===== src/sv/swbm_pkg.sv =====
// ----------------------------------------------------------------------------
// swbm_pkg: shared types for the sliding window bitrate meter
// Beat structs, opcodes and controller/datapath command and status groups.
// ----------------------------------------------------------------------------
`default_nettype none
package swbm_pkg;

    localparam logic OP_FRAME = 1'b0;
    localparam logic OP_ERROR = 1'b1;

    localparam logic [23:0] SPAN_RESET = 24'd2000000;
    localparam logic [21:0] SCALE_Q8   = 22'd2048000;   // 8000 * 256
    localparam int          TIME_W     = 48;
    localparam int          BYTES_W    = 24;
    localparam int          PROD_W     = 64;
    localparam int          DIV_STEPS  = 64;

    // register indexes
    localparam int REG_SPAN = 0;

    typedef struct packed {
        logic        operation;
        logic [47:0] timestamp_us;
        logic [23:0] frame_bytes;
    } in_beat_t;

    typedef struct packed {
        logic [31:0] frame_total;
        logic [31:0] error_total;
        logic [31:0] bitrate_kbps_q8;
        logic        bitrate_valid;
    } out_beat_t;

    typedef struct packed {
        logic latch_in;     // capture item, bump counter
        logic drop_full;    // drop oldest because ring is full
        logic push;         // write new entry
        logic rd_oldest;    // issue read of oldest entry
        logic pop;          // expire oldest
        logic rd_newest;    // issue read of newest entry
        logic calc_start;   // load span, set rate-valid flag
        logic mul_step;     // form product
        logic div_start;
        logic div_step;
        logic load_out;
    } swbm_cmd_t;

    typedef struct packed {
        logic is_error;
        logic ring_full;
        logic ring_empty;
        logic oldest_expired;
        logic rate_ok;
        logic div_done;
    } swbm_sts_t;

endpackage
`default_nettype wire


===== src/sv/swbm_ctrl.sv =====
// ----------------------------------------------------------------------------
// swbm_ctrl: sequencer for push, expiry, multiply and divide
// One item at a time; output register holds the beat until taken.
// ----------------------------------------------------------------------------
`default_nettype none
module swbm_ctrl (
    input  wire                  clk,
    input  wire                  rst_n,
    input  wire                  in_valid,
    output logic                 in_stall,
    output logic                 out_valid,
    input  wire                  out_stall,
    output swbm_pkg::swbm_cmd_t  cmd,
    input  swbm_pkg::swbm_sts_t  sts
);
    import swbm_pkg::*;

    typedef enum logic [9:0] {
        S_IDLE   = 10'b0000000001,
        S_FULLRD = 10'b0000000010,
        S_FULLW  = 10'b0000000100,
        S_PUSH   = 10'b0000001000,
        S_EXPRD  = 10'b0000010000,
        S_EXPCHK = 10'b0000100000,
        S_CALC   = 10'b0001000000,
        S_MUL    = 10'b0010000000,
        S_DIV    = 10'b0100000000,
        S_DONE   = 10'b1000000000
    } state_t;

    state_t state_reg, state_next;
    logic   out_valid_reg, out_valid_next;
    logic   accept;

    assign in_stall  = (state_reg != S_IDLE) || (out_valid_reg && out_stall);
    assign accept    = in_valid && !in_stall;
    assign out_valid = out_valid_reg;

    always_comb
    begin
        cmd            = '0;
        state_next     = state_reg;
        out_valid_next = out_valid_reg && out_stall;
        unique case (state_reg)
            S_IDLE:
            begin
                cmd.latch_in = accept;
                if (accept)
                    state_next = S_FULLRD;
            end
            S_FULLRD:
            begin
                cmd.rd_oldest = 1'b1;
                if (sts.is_error)
                    state_next = S_EXPRD;
                else if (sts.ring_full)
                    state_next = S_FULLW;
                else
                    state_next = S_PUSH;
            end
            S_FULLW:
            begin
                cmd.drop_full = 1'b1;
                state_next    = S_PUSH;
            end
            S_PUSH:
            begin
                cmd.push   = 1'b1;
                state_next = S_EXPRD;
            end
            S_EXPRD:
            begin
                cmd.rd_oldest = 1'b1;
                state_next    = S_EXPCHK;
            end
            S_EXPCHK:
            begin
                if (!sts.is_error && !sts.ring_empty && sts.oldest_expired)
                begin
                    cmd.pop    = 1'b1;
                    state_next = S_EXPRD;
                end
                else
                begin
                    // newest entry lands in the read register for the next step
                    cmd.rd_newest = 1'b1;
                    state_next    = S_CALC;
                end
            end
            S_CALC:
            begin
                cmd.calc_start = 1'b1;
                cmd.mul_step   = 1'b1;
                state_next     = S_MUL;
            end
            S_MUL:
            begin
                cmd.div_start = 1'b1;
                state_next    = S_DIV;
            end
            S_DIV:
            begin
                cmd.div_step = 1'b1;
                if (sts.div_done || !sts.rate_ok)
                    state_next = S_DONE;
            end
            S_DONE:
            begin
                cmd.load_out   = 1'b1;
                out_valid_next = 1'b1;
                state_next     = S_IDLE;
            end
            default:    state_next = S_IDLE;
        endcase
    end

    always_ff @(posedge clk or negedge rst_n)
    begin
        if (!rst_n)
        begin
            state_reg     <= S_IDLE;
            out_valid_reg <= 1'b0;
        end
        else
        begin
            state_reg     <= state_next;
            out_valid_reg <= out_valid_next;
        end
    end

endmodule
`default_nettype wire


===== config.mk =====
export PLATFORM = sky130hd
export DESIGN_NAME = swbm_ctrl
export DESIGN_NICKNAME = d
export VERILOG_FILES = /design/src/sv/swbm_pkg.sv /design/src/sv/swbm_ctrl.sv
export SDC_FILE = /design/constraint.sdc
export NUM_CORES = 1
export LEC_CHECK = 0
export BUFFER_PORTS_ARGS = -buffer_cell sky130_fd_sc_hd__buf_2
export CORE_UTILIZATION = 35
export CTS_BUF_LIST = sky130_fd_sc_hd__clkbuf_8
export DETAILED_ROUTE_END_ITERATION = 8
export GPL_TIMING_DRIVEN = 0
export HOLD_SLACK_MARGIN = 0.15
export PLACE_DENSITY = 0.64
export SYNTH_ARGS = -nofsm -noshare
export SYNTH_HDL_FRONTEND = slang
export SYNTH_SLANG_ARGS = --single-unit

===== constraint.sdc =====
create_clock -name clk -period 2.95 [get_ports clk]
set_clock_uncertainty 0.15 [all_clocks]
set_input_delay 0 -clock clk [delete_from_list [all_inputs] [get_ports clk]]
set_output_delay 0 -clock clk [all_outputs]
set_load 0.05 [all_outputs]

==> results of run 1 <==
[worst reg2reg max path, stage by stage (launching register included)]
cell and delay (ns):
dfrtp_1 0.42, nor2_1 0.35, nand3b_2 0.24, nor3b_2 0.29, and3_1 0.19
[worst max-delay path by stage]
stage                      start      end
CTS                 state_reg[4]  cmd[10]
global placement    state_reg[4]  cmd[10]
finish              state_reg[4]  cmd[10]
global route        state_reg[4]  cmd[10]
floorplan           state_reg[4]   cmd[8]
detailed placement  state_reg[4]  cmd[10]
[stage by stage]
stage / hold slack, ns / util
2_1_floorplan: -0.446 / -
3_3_place_gp: -0.262 / 0.447
3_5_place_dp: -0.261 / 0.447
4_1_cts: 0.268 / 0.532
5_1_grt: 0.290 / 0.532
6_report: 0.263 / 0.532
[cell usage after synthesis]
cell type and n:
nor3b_1 1, inv_1 2, a21boi_1 1, a21o_1 1, nor2_1 9, and4_1 3, nor3_4 2, nand2b_1 4
nor4_1 3, and3_1 3, dfrtp_1 10, nand3_1 2, xor2_1 2, nor2b_1 5, nor3b_2 1, or2_4 1
or4_1 1, nand3b_2 2, nand2_1 5, dfstp_2 1, xnor2_1 1, a31o_1 1, o211ai_1 1, buf_4 1
or2_2 1, nor3_1 3, buf_6 1, mux2i_1 1, o21ai_0 4, nand4b_1 1, o2bb2ai_1 1, nor3_2 1
a21oi_1 2
[logic make-up after synthesis]
kind of cell    Yosys count
buf+inv                   4
compound gates           11
xor+xnor                  3
simple gates             48
mux                       1
flops                    11
[power by group through the flow]
| stage | Clock (mW) | Combinational, mW | Sequential [mW] |
|---|---|---|---|
| 3_3_place_gp | 0 | 0.324 | 0.201 |
| 6_report | 0.159 | 0.346 | 0.199 |
| 4_1_cts | 0.162 | 0.346 | 0.199 |
| 2_1_floorplan | 0 | 0.268 | 0.195 |
| 5_1_grt | 0.172 | 0.379 | 0.203 |
| 3_5_place_dp | 0 | 0.331 | 0.201 |
[routing by layer]
layer / routed length [um] / part of all wire
met5: 0 / 0
met4: 19 / 0.010
met3: 91 / 0.050
met2: 900 / 0.49
met1: 814 / 0.45
[final cells by class]
| type | count | area, um^2 | share of cell area |
|---|---|---|---|
| Clock buffer | 3 | 41.3 | 0.0400 |
| Tap cell | 27 | 33.8 | 0.0327 |
| Multi-Input combinational cell | 63 | 420 | 0.407 |
| Clock inverter | 1 | 5.00 | 0.00484 |
| Buffer | 2 | 18.8 | 0.0182 |
| Sequential cell | 11 | 277 | 0.268 |
| Timing Repair Buffer | 34 | 230 | 0.223 |
| Inverter | 2 | 7.51 | 0.00726 |
==> flow_metrics.py, run 1 <==
metrics = {
    "synthesis": {
        "synth.avg_cell_area_um2": 9.27,
        "synth_area_um2": 723,
        "synth-xor-area-share": 0.0363,
        "postSynthCellCount": 78,
        "synth_compound_area_frac": 0.0969,
        "ys_ff_latch": 11,
        "synthAdderAreaFrac": 0,
        "netlist.area_leader.share": 0.346,
        "synth_top_cell_by_area": "dfrtp_1",
        "synth-simple-area-share": 0.434,
        "synth_top_family_by_area": "simple AND/OR/NAND/NOR gates",
        "netlist_top_cells_area": "dfrtp_1, nor2_1, nor3_4, nor2b_1, dfstp_2",
        "syn_nets": 88,
        "yosysWarnings": 0,
        "yosysSeqAreaShare": 0.382,
        "synth.area.mux_share": 0.0138,
        "yosysUniqueCellTypes": 33,
    },
    "timing": {
        "setup_viol": 0,
        "min_period_ns": 2.14,
        "tns_ns": 0,
        "relSlewSlack": 0.648,
        "hold_viol": 0,
        "worst_pin_slew_ns": 0.526,
        "setup_ws_ns": 0.813,
        "rsz0062_at_grt": "no",
        "period_share": 0.724,
        "slew_viol_final": 0,
        "max_freq_mhz": 468,
    },
    "critical_path": {
        "path_buf_inv": 1,
        "worst-path-max-fanout": 7,
        "cpMaxStageDelayCell": "dfrtp_1",
        "r2r_end": "state_reg[1]",
        "reg2reg_depth": 4,
        "worstPathCellList": "nor2_1 > nand3b_2 > nor3b_2 > and3_1 > buf_2",
        "critPathArrivalTime_ns": 1.99,
        "crit_cells": 5,
        "crit_required_ns": 2.80,
        "critPathTopFamily": "simple AND/OR/NAND/NOR gates",
        "worstSetupPathType": "reg -> out",
        "crit_path_start_kind": "flop",
        "rrSetupSlack_ns": 1.24,
        "slowest_delay_ns": 0.42,
        "end_kind": "output port",
        "r2r-start": "state_reg[4]",
    },
    "finish": {
        "largest_register_ffs": 10,
        "area_growth_pct": 42.9,
        "layout_commonest_cell": "buf_2",
        "drive_gt1_frac": 0.319,
        "final_cells": 143,
        "final_area_mm2": 0.00103,
        "fillCellCount": 202,
        "num_antenna_cells": 0,
        "final_cell_mix": "buf_2, dlygate4sd3_1, dfrtp_1",
        "nNetsFinal": 127,
    },
    "min_path": {
        "min-delay-start": "sts[2]",
        "hold_path_depth": 4,
        "hold_path_class": "in -> reg",
        "hold-path-endpoint": "state_reg[4]",
    },
    "floorplan": {
        "initial_core_util": 0.372,
        "io_pins": 23,
        "fp-row-count": 16,
        "core_area_mm2": 0.00194,
        "dieArea_mm2": 0.00225,
        "die_w_um": 47.5,
        "die_h_um": 47.5,
    },
    "global_routing": {
        "grtUsageMet3": 0.0679,
        "gr-usage-met2": 0.321,
        "grt_pass1_vias": 649,
        "grt_pass1_wl_um": 2970,
        "met1_usage": 0.246,
        "grt_use_total": 0.198,
        "grt_start_max_net_pins": 11,
        "grt-busiest-layer": "met2",
        "overflow": 0,
        "antenna_found_initial": 0,
    },
    "flow_run": {
        "drv_cap": 0,
    },
    "pwr": {
        "intPower_uw": 400,
        "switchingPower_uw": 305,
        "power_density_mw_per_mm2": 682,
        "power_uw": 705,
        "power_leakage_nw": 0.521,
        "comb_power_share": 0.491,
        "p_clk_frac": 0.226,
        "seq_power_share": 0.283,
        "ir_worst_vdd_uv": 421,
        "swShare": 0.433,
    },
    "placed_design": {
        "place_area_um2": 867,
        "gp_congestion": 0.766,
        "hpwlAfterDp_um": 1220,
        "pre_cts_ws_ns": 1.08,
        "dp.cells": 127,
        "portBuffers": 22,
    },
    "route": {
        "antenna_left": 0,
        "wl_per_cell_um": 12.8,
        "viasPerCell": 5.01,
        "vias": 716,
        "routed_wl_um": 1830,
        "drtPass1Iterations": 4,
        "drt-initial-drc-count": 10,
        "drc": 0,
    },
    "clocking": {
        "insertion_delay_ns": 0.25,
        "clockRootBuffer": "clkbuf_8",
        "hold_buffers": 12,
        "cts_buffer_depth": 2,
        "path_clk_slew_ns": 0.06,
        "ctsResizeCount": 0,
        "cts.sinks": 11,
        "cts_tree": "built",
        "cts_made_buffers": 3,
        "post_cts_buffers": 0,
        "htreeDepth": 1,
    },
    "run_status": {
        "outcome": "complete, no violations",
    },
}
No activity file was read; power rests on OpenSTA's default activity.
==> run 2: changes to the inputs <==
- ABC_AREA: unset -> 1
- PLACE_DENSITY: 0.64 -> 0.67
- clock period: 2.95 -> 1.9 ns (I/O delays scaled with it)
==> flow_metrics.py, run 2 <==
metrics = {
    "critical_path": {
        "critPathArrivalTime_ns": 1.89,
        "worstSetupPathType": "reg -> reg",
        "worst-path-max-fanout": 7,
        "crit_required_ns": 1.93,
        "crit_path_start_kind": "flop",
        "end_kind": "flop",
    },
    "clocking": {
        "clockRootBuffer": "clkbuf_8",
        "cts_made_buffers": 3,
        "cts.sinks": 11,
        "path_clk_slew_ns": 0.05,
        "insertion_delay_ns": 0.24,
        "cts_tree": "built",
        "htreeDepth": 1,
        "cts_buffer_depth": 2,
    },
    "finish": {
        "drive_gt1_frac": 0.356,
        "area_growth_pct": 56.5,
        "nNetsFinal": 157,
        "fin_util": 0.612,
        "final-seq-area_um2": 277,
        "num_antenna_cells": 0,
        "final_cell_mix": "inv_1, buf_2, nand2_1",
        "layout_commonest_cell": "inv_1",
        "fillCellCount": 175,
        "multi_input_area_um2": 360,
        "largest_register_ffs": 10,
    },
    "synthesis": {
        "yosysMostFrequentCell": "inv_1",
        "synth.avg_cell_area_um2": 6.91,
        "synth_top_cell_by_area": "dfrtp_1",
        "yosysSeqAreaShare": 0.393,
        "netlist_top_cells_area": "dfrtp_1, inv_1, nand2_1, nor2_1, nor2_2",
        "syn_nets": 112,
        "netlist.area_leader.share": 0.355,
        "synth-async-reset-ratio": 1.00,
        "yosysUniqueCellTypes": 21,
        "synth-main-ff-cell": "dfrtp_1",
        "synth_area_um2": 704,
        "synth_commonest_cells": "inv_1, nand2_1, nor2_1, dfrtp_1, nor2_2",
        "postSynthCellCount": 102,
        "ys_ff_latch": 11,
        "yosysWarnings": 0,
        "synth_edf_count": 0,
    },
    "global_routing": {
        "grt_use_total": 0.180,
        "grt_pass1_wl_um": 2620,
        "overflow": 0,
        "grt_start_max_net_pins": 11,
        "antenna_found_initial": 0,
        "grt_pass1_vias": 659,
    },
    "timing": {
        "hold_viol": 0,
        "period_share": 0.983,
        "min_period_ns": 1.87,
        "slew_viol_final": 0,
        "setup_viol": 0,
        "max_freq_mhz": 535,
        "worst_pin_slew_ns": 0.481,
        "tns_ns": 0,
        "relSlewSlack": 0.679,
        "rsz0062_at_grt": "yes",
    },
    "route": {
        "routed.top_layer": "met4",
        "viasPerCell": 4.29,
        "wl_per_cell_um": 10.1,
        "vias": 733,
        "drt-initial-drc-count": 25,
        "drtPass1Iterations": 4,
        "routed_wl_um": 1730,
        "antenna_left": 0,
        "drt-met1-wl_um": 771,
        "drc": 0,
        "met3_wirelength_um": 63,
        "met2_length_um": 866,
    },
    "run_status": {
        "outcome": "complete, no violations",
    },
    "floorplan": {
        "die_h_um": 46.9,
        "core_area_mm2": 0.00180,
        "fp-row-count": 15,
        "initial_core_util": 0.391,
        "die_w_um": 46.9,
        "io_pins": 23,
        "dieArea_mm2": 0.00220,
    },
    "placed_design": {
        "hpwlAfterDp_um": 1160,
        "gp_congestion": 0.766,
        "portBuffers": 22,
    },
    "min_path": {
        "hold_path_class": "in -> reg",
    },
    "pwr": {
        "ir_worst_vdd_uv": 732,
        "power_leakage_nw": 0.705,
        "power_density_mw_per_mm2": 976,
        "power_mw": 1.08,
    },
    "flow_run": {
        "drv_cap": 0,
    },
}
[run 2: final cells by class]
class	count	area share
inverters	25	0.0851
multi-input cells	65	0.327
clock buffers	3	0.0375
plain buffers	1	0.00681
well taps	25	0.0284
flip-flops and latches	11	0.251
repair buffers	40	0.261
clock inverters	1	0.00341
[run 2: path summary, 6_finish.rpt]
kind / start / cells past startpoint / slack [ns] / endpoint
setup / recovery: state_reg[7] / 8 / 0.03 / state_reg[8]
hold / removal: sts[4] / 4 / 0.40 / state_reg[2]
setup reg to reg: state_reg[7] / 8 / 0.03 / state_reg[8]
hold reg to reg: state_reg[5] / 3 / 0.44 / state_reg[5]
max in group asynchronous: rst_n / 4 / 0.44 / state_reg[2]
min in group asynchronous: rst_n / 3 / 0.64 / state_reg[0]
[run 2: where the power goes]
group	total, mW	internal [mW]	switching (mW)	leakage [nW]
sequential	0.298	0.273	0.0251	0.149
combinational	0.552	0.188	0.364	0.529
clock	0.226	0.142	0.0845	0.0269
[run 2: cell families after synthesis]
group | synth area share
compound gates | 0.0142
buf+inv | 0.144
flops | 0.393
simple gates | 0.449
[run 2: critical path: stages (launching register included)]
cell and delay, ns:
dfrtp_1 0.41, nor2_4 0.17, nand2_4 0.12, inv_1 0.10
nand3_2 0.10, inv_2 0.07, nand3b_2 0.08, nand2_1 0.07
dlygate4sd3_1 0.54
[run 2: per-stage QoR]
| step | instance area (um^2) | instances | setup slack [ns] | hold slack (ns) |
|---|---|---|---|---|
| 2_1_floorplan | 712 | 102 | 0.0420 | -0.446 |
| 3_3_place_gp | 853 | 149 | 0.431 | -0.263 |
| 3_5_place_dp | 853 | 149 | 0.404 | -0.262 |
| 4_1_cts | 1050 | 168 | 0.0247 | 0.375 |
| 5_1_grt | 1100 | 171 | -0.0454 | 0.403 |
| 6_report | 1100 | 171 | 0.0320 | 0.396 |
[run 2: routing by layer]
layer  up-vias  GRT usage
met5         -          0
met1       331      0.205
li1        386          -
met3         5     0.0692
met2        11      0.297
met4         0     0.0857
[run 2: timing repair]
item | 4_1_cts | 5_1_grt
setup buffers | 0 | 4
gates resized for setup | 0 | 9
hold buffers | 15 | 0
endpoints found under the setup margin | 0 | 14
hold endpoints to repair | 20 | 0
==> run 3: changes to the inputs <==
- PLACE_DENSITY: 0.67 -> 0.65
- clock period: 1.9 -> 2.2 ns (I/O delays scaled with it)
==> flow_metrics.py, run 3 (synthesized netlist as in run 2, its figures left out) <==
metrics = {
    "critical_path": {
        "reg2reg_depth": 9,
        "end_kind": "output port",
        "crit_path_start_kind": "input pin",
        "worstSetupPathType": "in -> out",
        "crit_required_ns": 2.05,
        "r2r_end": "state_reg[9]",
        "worstPathCellList": "dlygate4sd3_1 > buf_2 > nor3_1 > dlygate4sd3_1 > inv_1 > nor2_2 > buf_2",
        "cpMaxStageDelayCell": "dlygate4sd3_1",
        "endpoint": "cmd[6]",
        "critPathArrivalTime_ns": 1.93,
        "slowest_delay_ns": 0.61,
        "rrSetupSlack_ns": 0.22,
        "critPathLaunch": "sts[5]",
        "r2r-start": "state_reg[2]",
        "worst-path-max-fanout": 3,
    },
    "global_routing": {
        "overflow": 0,
        "grt_pass1_wl_um": 2680,
        "antenna_found_initial": 0,
        "grt_use_total": 0.189,
        "grt_pass1_vias": 683,
        "grt_start_max_net_pins": 11,
    },
    "timing": {
        "min_period_ns": 2.08,
        "tns_ns": 0,
        "period_share": 0.945,
        "relSlewSlack": 0.685,
        "rsz0062_at_grt": "no",
        "max_freq_mhz": 481,
        "hold_viol": 0,
        "slew_viol_final": 0,
        "setup_viol": 0,
        "worst_pin_slew_ns": 0.471,
    },
    "clocking": {
        "cts.sinks": 11,
        "path_clk_slew_ns": 0.05,
        "cts_tree": "built",
        "cts_buffer_depth": 2,
        "clockRootBuffer": "clkbuf_8",
        "insertion_delay_ns": 0.24,
        "post_cts_buffers": 0,
        "cts_made_buffers": 3,
        "htreeDepth": 1,
    },
    "floorplan": {
        "initial_core_util": 0.391,
        "die_h_um": 46.9,
        "fp-row-count": 15,
        "io_pins": 23,
        "die_w_um": 46.9,
        "dieArea_mm2": 0.00220,
        "core_area_mm2": 0.00180,
    },
    "finish": {
        "final_area_mm2": 0.00103,
        "layout_commonest_cell": "inv_1",
        "largest_register_ffs": 10,
        "final_cell_mix": "inv_1, nand2_1, buf_2",
        "area_growth_pct": 45.6,
        "num_antenna_cells": 0,
        "nNetsFinal": 152,
        "drive_gt1_frac": 0.312,
        "fin_util": 0.569,
    },
    "route": {
        "antenna_left": 0,
        "viasPerCell": 4.34,
        "drtPass1Iterations": 4,
        "routed_wl_um": 1670,
        "drt-initial-drc-count": 9,
        "drc": 0,
        "vias": 721,
        "wl_per_cell_um": 10.0,
    },
    "placed_design": {
        "hpwlAfterDp_um": 1200,
        "place_area_um2": 851,
        "gp_congestion": 0.770,
        "portBuffers": 22,
    },
    "min_path": {
        "hold_path_class": "in -> reg",
    },
    "flow_run": {
        "drv_cap": 0,
    },
    "pwr": {
        "power_uw": 868,
        "power_leakage_nw": 0.638,
        "ir_worst_vdd_uv": 607,
        "power_density_mw_per_mm2": 846,
    },
    "run_status": {
        "outcome": "complete, no violations",
    },
}
## run 3: per-stage QoR
step	hold slack (ns)	instances	worst slack, ns
after floorplan	-0.446	102	0.123
after global placement	-0.267	149	0.739
after detailed placement	-0.264	149	0.713
after CTS	0.375	166	0.165
after global routing	0.399	166	0.0265
final	0.374	166	0.122
## run 3: layer usage
layer	wire length, um	vias up	part of all wire	global-route usage
met1	721	320	0.43	0.199
met4	50	0	0.030	0.137
li1	-	376	-	-
met5	0	-	0	0
met2	831	21	0.50	0.333
met3	63	4	0.038	0.0346
## run 3: area by class of cell
cell class              count  area (um^2)
plain buffers               1         7.51
clock buffers               3         41.3
multi-input cells          65          332
fillers                   177          776
repair buffers             35          240
flip-flops and latches     11          277
clock inverters             1         3.75
inverters                  25         93.8
well taps                  25         31.3
## run 3: worst min-delay path by stage
stage           start      endpoint  slack [ns]  depth (start not counted)
4_1_cts        sts[2]        cmd[5]        0.38                          5
5_1_grt        sts[4]  state_reg[2]        0.40                          4
3_3_place_gp    rst_n  state_reg[1]       -0.27                          1
6_report       sts[4]  state_reg[2]        0.37                          4
3_5_place_dp    rst_n  state_reg[1]       -0.26                          1
2_1_floorplan   rst_n     out_valid       -0.45                          0
## run 3: critical path: cells and delay by family
kind                   cells  cell delay [ns]
buffers and inverters      5             1.61
AND/OR/NAND/NOR            2             0.31
## run 3: repair_timing
| item | in CTS | in global routing |
|---|---|---|
| endpoints found under the hold margin | 20 | 0 |
| hold buffers | 13 | 0 |
| resized for setup | 0 | 0 |
## run 3: where the power goes
group | total, mW | switching (mW) | internal [mW]
clock network | 0.197 | 0.0742 | 0.122
logic | 0.416 | 0.290 | 0.126
registers | 0.256 | 0.0205 | 0.236
